**config.mk**
```make
export PLATFORM = sky130hd
export DESIGN_NAME = bto_source
export DESIGN_NICKNAME = d
export VERILOG_FILES = /design/src/hw/rtl/assert_macros.svh /design/src/hw/rtl/bto_pkg.sv /design/src/hw/rtl/bto_source.sv
export SDC_FILE = /design/constraint.sdc
export NUM_CORES = 2
export LEC_CHECK = 0
export BUFFER_PORTS_ARGS = -buffer_cell sky130_fd_sc_hd__clkbuf_2
export CAP_MARGIN = 10
export CORE_MARGIN = 4
export CORE_UTILIZATION = 60
export CTS_BUF_LIST = sky130_fd_sc_hd__clkbuf_2
export CTS_CLUSTER_SIZE = 25
export DETAILED_ROUTE_END_ITERATION = 12
export HOLD_SLACK_MARGIN = 0.06
export PLACE_DENSITY = 0.76
export SLEW_MARGIN = 5
export SYNTH_ARGS = -nofsm -noshare
export SYNTH_HDL_FRONTEND = slang
export SYNTH_SLANG_ARGS = --single-unit
```
**constraint.sdc**
```tcl
create_clock -name clk -period 17.29 [get_ports clk]
set_input_delay 0.8645 -clock clk [delete_from_list [all_inputs] [get_ports clk]]
set_output_delay 0.8645 -clock clk [all_outputs]
set_load 0.005 [all_outputs]
```
**src/hw/rtl/assert_macros.svh**
```systemverilog
// Assertion macros for the top RTL file of the option pricer.
`ifndef ASSERT_MACROS_SVH
`define ASSERT_MACROS_SVH
`ifndef NO_ASSERTIONS
`define BTO_ASSERT(lbl, prop) \
  lbl: assert property (@(posedge clk) disable iff (!rst_n) prop) \
    else $error("%m: property check failed");
`define BTO_NEVER(lbl, expr) \
  lbl: assert property (@(posedge clk) disable iff (!rst_n) !(expr)) \
    else $error("%m: forbidden condition seen");
`else
`define BTO_ASSERT(lbl, prop)
`define BTO_NEVER(lbl, expr)
`endif
`endif

```
**src/hw/rtl/bto_pkg.sv**
```systemverilog
// Shared constants, types and fixed-point helpers of the binomial option pricer.
package bto_pkg;

  localparam int STEPS_MAX = 128;
  localparam int NUM_CELLS = STEPS_MAX + 1;
  localparam int LVL_W = $clog2(STEPS_MAX + 1);

  localparam logic [30:0] ONE_Q30 = 31'h4000_0000;
  localparam logic [31:0] HALF_Q30 = 32'h2000_0000;
  localparam logic [31:0] MAX32 = 32'hFFFF_FFFF;

  localparam logic [2:0] CFG_MODE = 3'd0;
  localparam logic [2:0] CFG_NUM_STEPS = 3'd1;
  localparam logic [2:0] CFG_UP = 3'd2;
  localparam logic [2:0] CFG_DOWN = 3'd3;
  localparam logic [2:0] CFG_PROB = 3'd4;
  localparam logic [2:0] CFG_DISC = 3'd5;

  localparam logic [1:0] RST_MODE = 2'd0;
  localparam logic [7:0] RST_NUM_STEPS = 8'd100;
  localparam logic [31:0] RST_UP = 32'd1140850688;
  localparam logic [31:0] RST_DOWN = 32'd1006632960;
  localparam logic [30:0] RST_PROB = 31'd536870912;
  localparam logic [30:0] RST_DISC = 31'd1073741824;

  typedef enum logic [2:0] {
    ST_IDLE,
    ST_RUN,
    ST_COMB_A,
    ST_COMB_B,
    ST_DONE
  } state_t;

  typedef struct packed {
    logic capture;
    logic leaf;
    logic comb_a;
    logic comb_b;
    logic put;
    logic american;
  } cell_ctrl_t;

  // Rounded product by a Q2.30 factor; bit 32 flags a clipped result.
  function automatic logic [32:0] mulq(input logic [31:0] x, input logic [31:0] f);
    logic [64:0] s;
    logic [34:0] r;
    s = 65'(x) * 65'(f) + 65'(HALF_Q30);
    r = s[64:30];
    if (r > 35'(MAX32)) begin
      mulq = {1'b1, MAX32};
    end else begin
      mulq = {1'b0, r[31:0]};
    end
  endfunction

  function automatic logic [31:0] payoff(input logic [31:0] s, input logic [31:0] k,
                                         input logic put);
    if (put) begin
      payoff = (k > s) ? k - s : 32'd0;
    end else begin
      payoff = (s > k) ? s - k : 32'd0;
    end
  endfunction

endpackage

```
**src/hw/rtl/bto_source.sv**
```systemverilog
// Head of the price lane: spot multiplied by the up factor once per cycle while load is low.
module bto_source (
  input  logic        clk,
  input  logic        load,
  input  logic [31:0] spot,
  input  logic [31:0] up,
  output logic [31:0] price,
  output logic        clip
);
  import bto_pkg::*;

  logic [31:0] price_r, price_nxt;
  logic        clip_r, clip_nxt;
  logic [32:0] prod;

  always_comb begin
    prod = mulq(price_r, up);
    if (load) begin
      price_nxt = spot;
      clip_nxt  = 1'b0;
    end else begin
      price_nxt = prod[31:0];
      clip_nxt  = clip_r | prod[32];
    end
  end

  always_ff @(posedge clk) begin
    price_r <= price_nxt;
    clip_r  <= clip_nxt;
  end

  assign price = price_r;
  assign clip  = clip_r;

endmodule

```
Yosys cells after proc, flatten, opt, wreduce, memory -nomap -nowiden --
Index checks and enable logic that the tools add are counted.
Storage, ports and cells: memory bits (read-only) 0, output and inout bits 33, bits of input ports 66, latch bits 0, memories kept 0, memory bits (writable) 0, flip-flop bits (word level) 33, word-level logic and storage cells 8
Cells by class: reduce and logical (&&, ||, !) cells 0, mux-type cells 2, order comparisons 1, equal/unequal tests 0, add/subtract/negate cells 1, shifts and indexed selects 0, bitwise gates (word level) 1, $mul 1, divide/modulo/power cells 0
Operator list (number):
- $add A64 B30 Y65 const B | 1
- $mul A32 B32 Y64 | 1
- $gt A35 B32 Y1 const B | 1
- $mux W33 | 1
- $mux W32 | 1
- $or A1 B1 Y1 | 1

Depth between registers and ports, before layout --
word-level depth 5, depth in mapped cells 29, depth with buffers taken out 26

Worst setup path before layout --
OpenSTA, ideal clock, no wires.
kind input-to-reg, start point input port up[8], end point register price_r[29] (netlist: price[29]), stages 26, data required time 17170 ps, buffers on the path 2, setup time 120 ps, setup slack 9254 ps, arrival time 7916 ps, path through clkbuf_1 > and2_1 > fa_1 > fa_1 > inv_1 > fa_1 > fa_1 > inv_1 > fa_1 > fa_1 > fa_1 > inv_1 > fa_1 > inv_1 > ha_1 > a2111oi_2 > o21ai_1 > a31oi_2 > or3b_1 > o31ai_4 > o211ai_2 > nand2_2 > nor4b_4 > o311ai_4 > buf_6 > o31a_1
On the way: word-level cells in the longest chain between the ends 5
RTL lines:
- from (decl) | line bto_source.sv:6 | input logic [31:0] up,
- $mul A32 B32 Y64 (*) | line bto_pkg.sv:47 | s = 65'(x) * 65'(f) + 65'(HALF_Q30);
- $add A64 B30 Y65 (*) | line bto_pkg.sv:47
- $gt A35 B32 Y1 | line bto_pkg.sv:49 | if (r > 35'(MAX32)) begin
- $mux W33 (*) | line bto_pkg.sv:49
- $mux W32 (*) | line bto_source.sv:18 | if (load) begin
- via price_nxt[29] | line bto_source.sv:12 | logic [31:0] price_r, price_nxt;
- to (signal assigned) | line bto_source.sv:28 | price_r <= price_nxt;
- to (decl) | line bto_source.sv:12
Mark *: on every way through the listed nets, which the timed path passes. The rest lies on a longest branch. A chain may end at the register's enable or synchronous reset.

Final worst setup path --
start point register price_r[12] (netlist: price[12]), end point register price_r[31] (netlist: price[31])
On the way: word-level cells in the longest chain between the ends 5
RTL lines (line):
- $mul A32 B32 Y64 (*) | bto_pkg.sv:47
- $add A64 B30 Y65 (*) | bto_pkg.sv:47
- $gt A35 B32 Y1 | bto_pkg.sv:49
- $mux W33 (*) | bto_pkg.sv:49
- $mux W32 (*) | bto_source.sv:18
- via price_nxt[31] | bto_source.sv:12
Marks and branches as above.

==> results.md <==
* Number of library cell types mapped by synthesis at 64
* Synth area leaders: fa_1 (52%), and2_1 (12%), ha_1 (11%)
* Top cell type's share of synthesized area at 0.5229
* Most common cell after layout, fill and taps aside: fa_1
* Final GP Congestion at 0.9083
* DR vias at 24800
* Initial Util at 0.6074
* Slew @ Worst Pin at 1.112 ns
* WS Path Type: register to register
* Initial antenna violation count at 4
* Total GRT Usage at 0.2971
* Final Skew at 0.01550 ns
* Setup Buffers After CTS at 0
* Most Used Layer, Global Route: met2
* Grt ovf at 0
* Part of the cycle the worst path needs at 0.5236
* Die area at 61200 sq um
* CP Max Fanout at 28
* CTS tree: done
* Met2 GRT Util at 0.5324
* Final Critical Period at 9.054 ns
* Worst hold-check path type: register to register
* PortBufs at 98
* Vias in the first global route at 27560
* Post_cts resized at 0
* Most frequent cells in the layout: fa_1 (898), inv_1 (847), and2_1 (650), nand2_1 (438), ha_1 (290)
* Share of cells above drive strength 1 at 0.04134
* Core ar. at 56600 sq um
* Final WL at 86280 microns
* Nets@finish at 4906
* Slew HR at 0.2576
* Remaining antenna violation count at 0
* Fraction of registers with async set/reset at 0
* Sequential area share after synthesis at 0.01921
* Critical path arrival at 9.34 ns
* Worst EP required at 17.58 ns
* Drt via density at 5.623
* Global routing usage on met3 at 0.02344
* Startpoint types: register
* Largest net degree at the start of global routing at 38
* Syn-to-layout area delta at 2.762%
* Synthesized area per cell at 9.230 sq um
* Die span in x at 247.4 microns
* Fin Setup TNS at 0 ns
* Ports at 99
* Grt met1 use at 0.3640
* Drt pass-1 iters at 5
* Hold_buf cts at 0
* First-pass GRT wire length at 143200 microns
* Fmax at 110.5 MHz
* Mapped Cells at 3725
* Synth Register Bits at 33
* WL/cell at 19.56 microns
* Total CTS buffers at 5
* Clock root buffer: clkbuf_2
* Final hold vios at 0
* Top FF cell, synth: dfxtp_1
* Residual DRC at 0
* Initial DRC Count at 1515
* DP HPWL at 67510 microns
* CTS HTree Levels at 2
* CP Capture Type: register
* FP Rows at 87
* Fin. max-slew vios at 0
* Area leader, netlist: fa_1
* CTS Sinks at 33
* Setup repair after global routing missed its margin: no
* Yosys warns at 0
* Worst-path clk slew at 0.20 ns
* Final setup viols at 0
* Max Cap Viol at 0
* Height of the die at 247.4 microns
* Worst skew pair latency at 0.38 ns
* CTS max path bufs at 2
* Status: finished clean
* Post-synthesis instance area at 34380 sq um
* Syn_nets at 4979
* EDFF count, synth at 0
through the flow:
stage	hold slack, ns	area, sq um	std cells	utilization	setup slack (ns)
6_report	0.5041	35330	4410	0.6242	8.236
5_1_grt	0.5229	35330	4410	0.6242	7.901
4_1_cts	0.5068	35330	4409	0.6242	8.299
3_5_place_dp	0.4651	35260	4401	0.6229	8.060
3_3_place_gp	0.4494	35260	4401	0.6229	8.186
2_1_floorplan	0.4643	34380	3725	-	9.254
routing by layer:
metal | vias up | wire length (microns)
li1 | 10690 | -
met1 | 12930 | 31690
met2 | 906 | 44420
met3 | 275 | 4821
met4 | 0 | 5347
met5 | - | 0
layout make-up:
type	count	area, sq um
Multi-Input combinational cell	2633	29730
Fill cell	4854	21270
Inverter	848	3183
Tap cell	756	945.9
Timing Repair Buffer	131	738.2
Sequential cell	33	660.6
Clock inverter	3	46.29
Clock buffer	5	25.02
Antenna cell	1	2.502
worst max-delay path: stages, from the launching register on:
cell	delay, ns
dfxtp_1	1.10
buf_4	0.41
nand2_1	0.11
fa_1	0.54
inv_1	0.05
fa_1	0.48
fa_1	0.57
fa_1	0.47
fa_1	0.60
fa_1	0.45
fa_1	0.49
inv_1	0.05
fa_1	0.47
inv_1	0.04
ha_1	0.25
a2111oi_2	0.34
o21ai_1	0.14
a31oi_2	0.22
or3b_1	0.41
o31ai_4	0.38
o211ai_2	0.14
nand2_2	0.08
nor4b_4	0.24
o311ai_4	0.18
buf_4	0.28
o41a_1	0.43
state kept, by name, indices dropped and copies added (netlist names):
| signal | flops |
|---|---|
| price | 32 |
| clip | 1 |
Yosys cell counts, types with 3 or more instances:
| cell type | instances |
|---|---|
| fa_1 | 898 |
| inv_1 | 847 |
| and2_1 | 650 |
| nand2_1 | 438 |
| ha_1 | 290 |
| clkbuf_1 | 208 |
| a21oi_1 | 60 |
| o21ai_0 | 42 |
| dfxtp_1 | 33 |
| a21o_1 | 25 |
| nor2_1 | 23 |
| nand2b_1 | 20 |
| o22a_1 | 18 |
| xor2_1 | 17 |
| nand4_1 | 15 |
| xnor2_1 | 15 |
| o31a_1 | 14 |
| nand3_1 | 13 |
| nor3_1 | 9 |
| a31oi_1 | 7 |
| nor2b_1 | 7 |
| o21bai_1 | 6 |
| o211ai_1 | 5 |
| and3_1 | 4 |
| a211oi_1 | 3 |
| a311oi_1 | 3 |
| a41oi_1 | 3 |
| nor3b_1 | 3 |
| o21a_1 | 3 |
| o31ai_1 | 3 |
final timing paths:
check	start	end	slack, ns	depth (start not counted)
setup reg to reg	price[12]	price[31]	8.24	25
hold / removal	clip	clip	0.50	1
setup / recovery	price[12]	price[31]	8.24	25
hold reg to reg	clip	clip	0.50	1
kinds of logic (layout without fill, tap and decap cells):
group | count (synthesis) | after routing | synth area share
AND/OR/NAND/NOR | 1196 | 1196 | 0.1844
adder cells (fa/ha/maj) | 1188 | 1188 | 0.6284
buffers and inverters | 1059 | 987 | 0.1161
AO/OA/AOI/OAI | 216 | 216 | 0.04345
flip-flops | 33 | 33 | 0.01921
XOR/XNOR | 32 | 32 | 0.008151
multiplexers | 1 | 1 | 0.0002911
other | 0 | 1 | 0
Power is left out: the tool's default activity adds up to more than one toggle a clock period on the data nets, which glitch-free logic cannot reach.
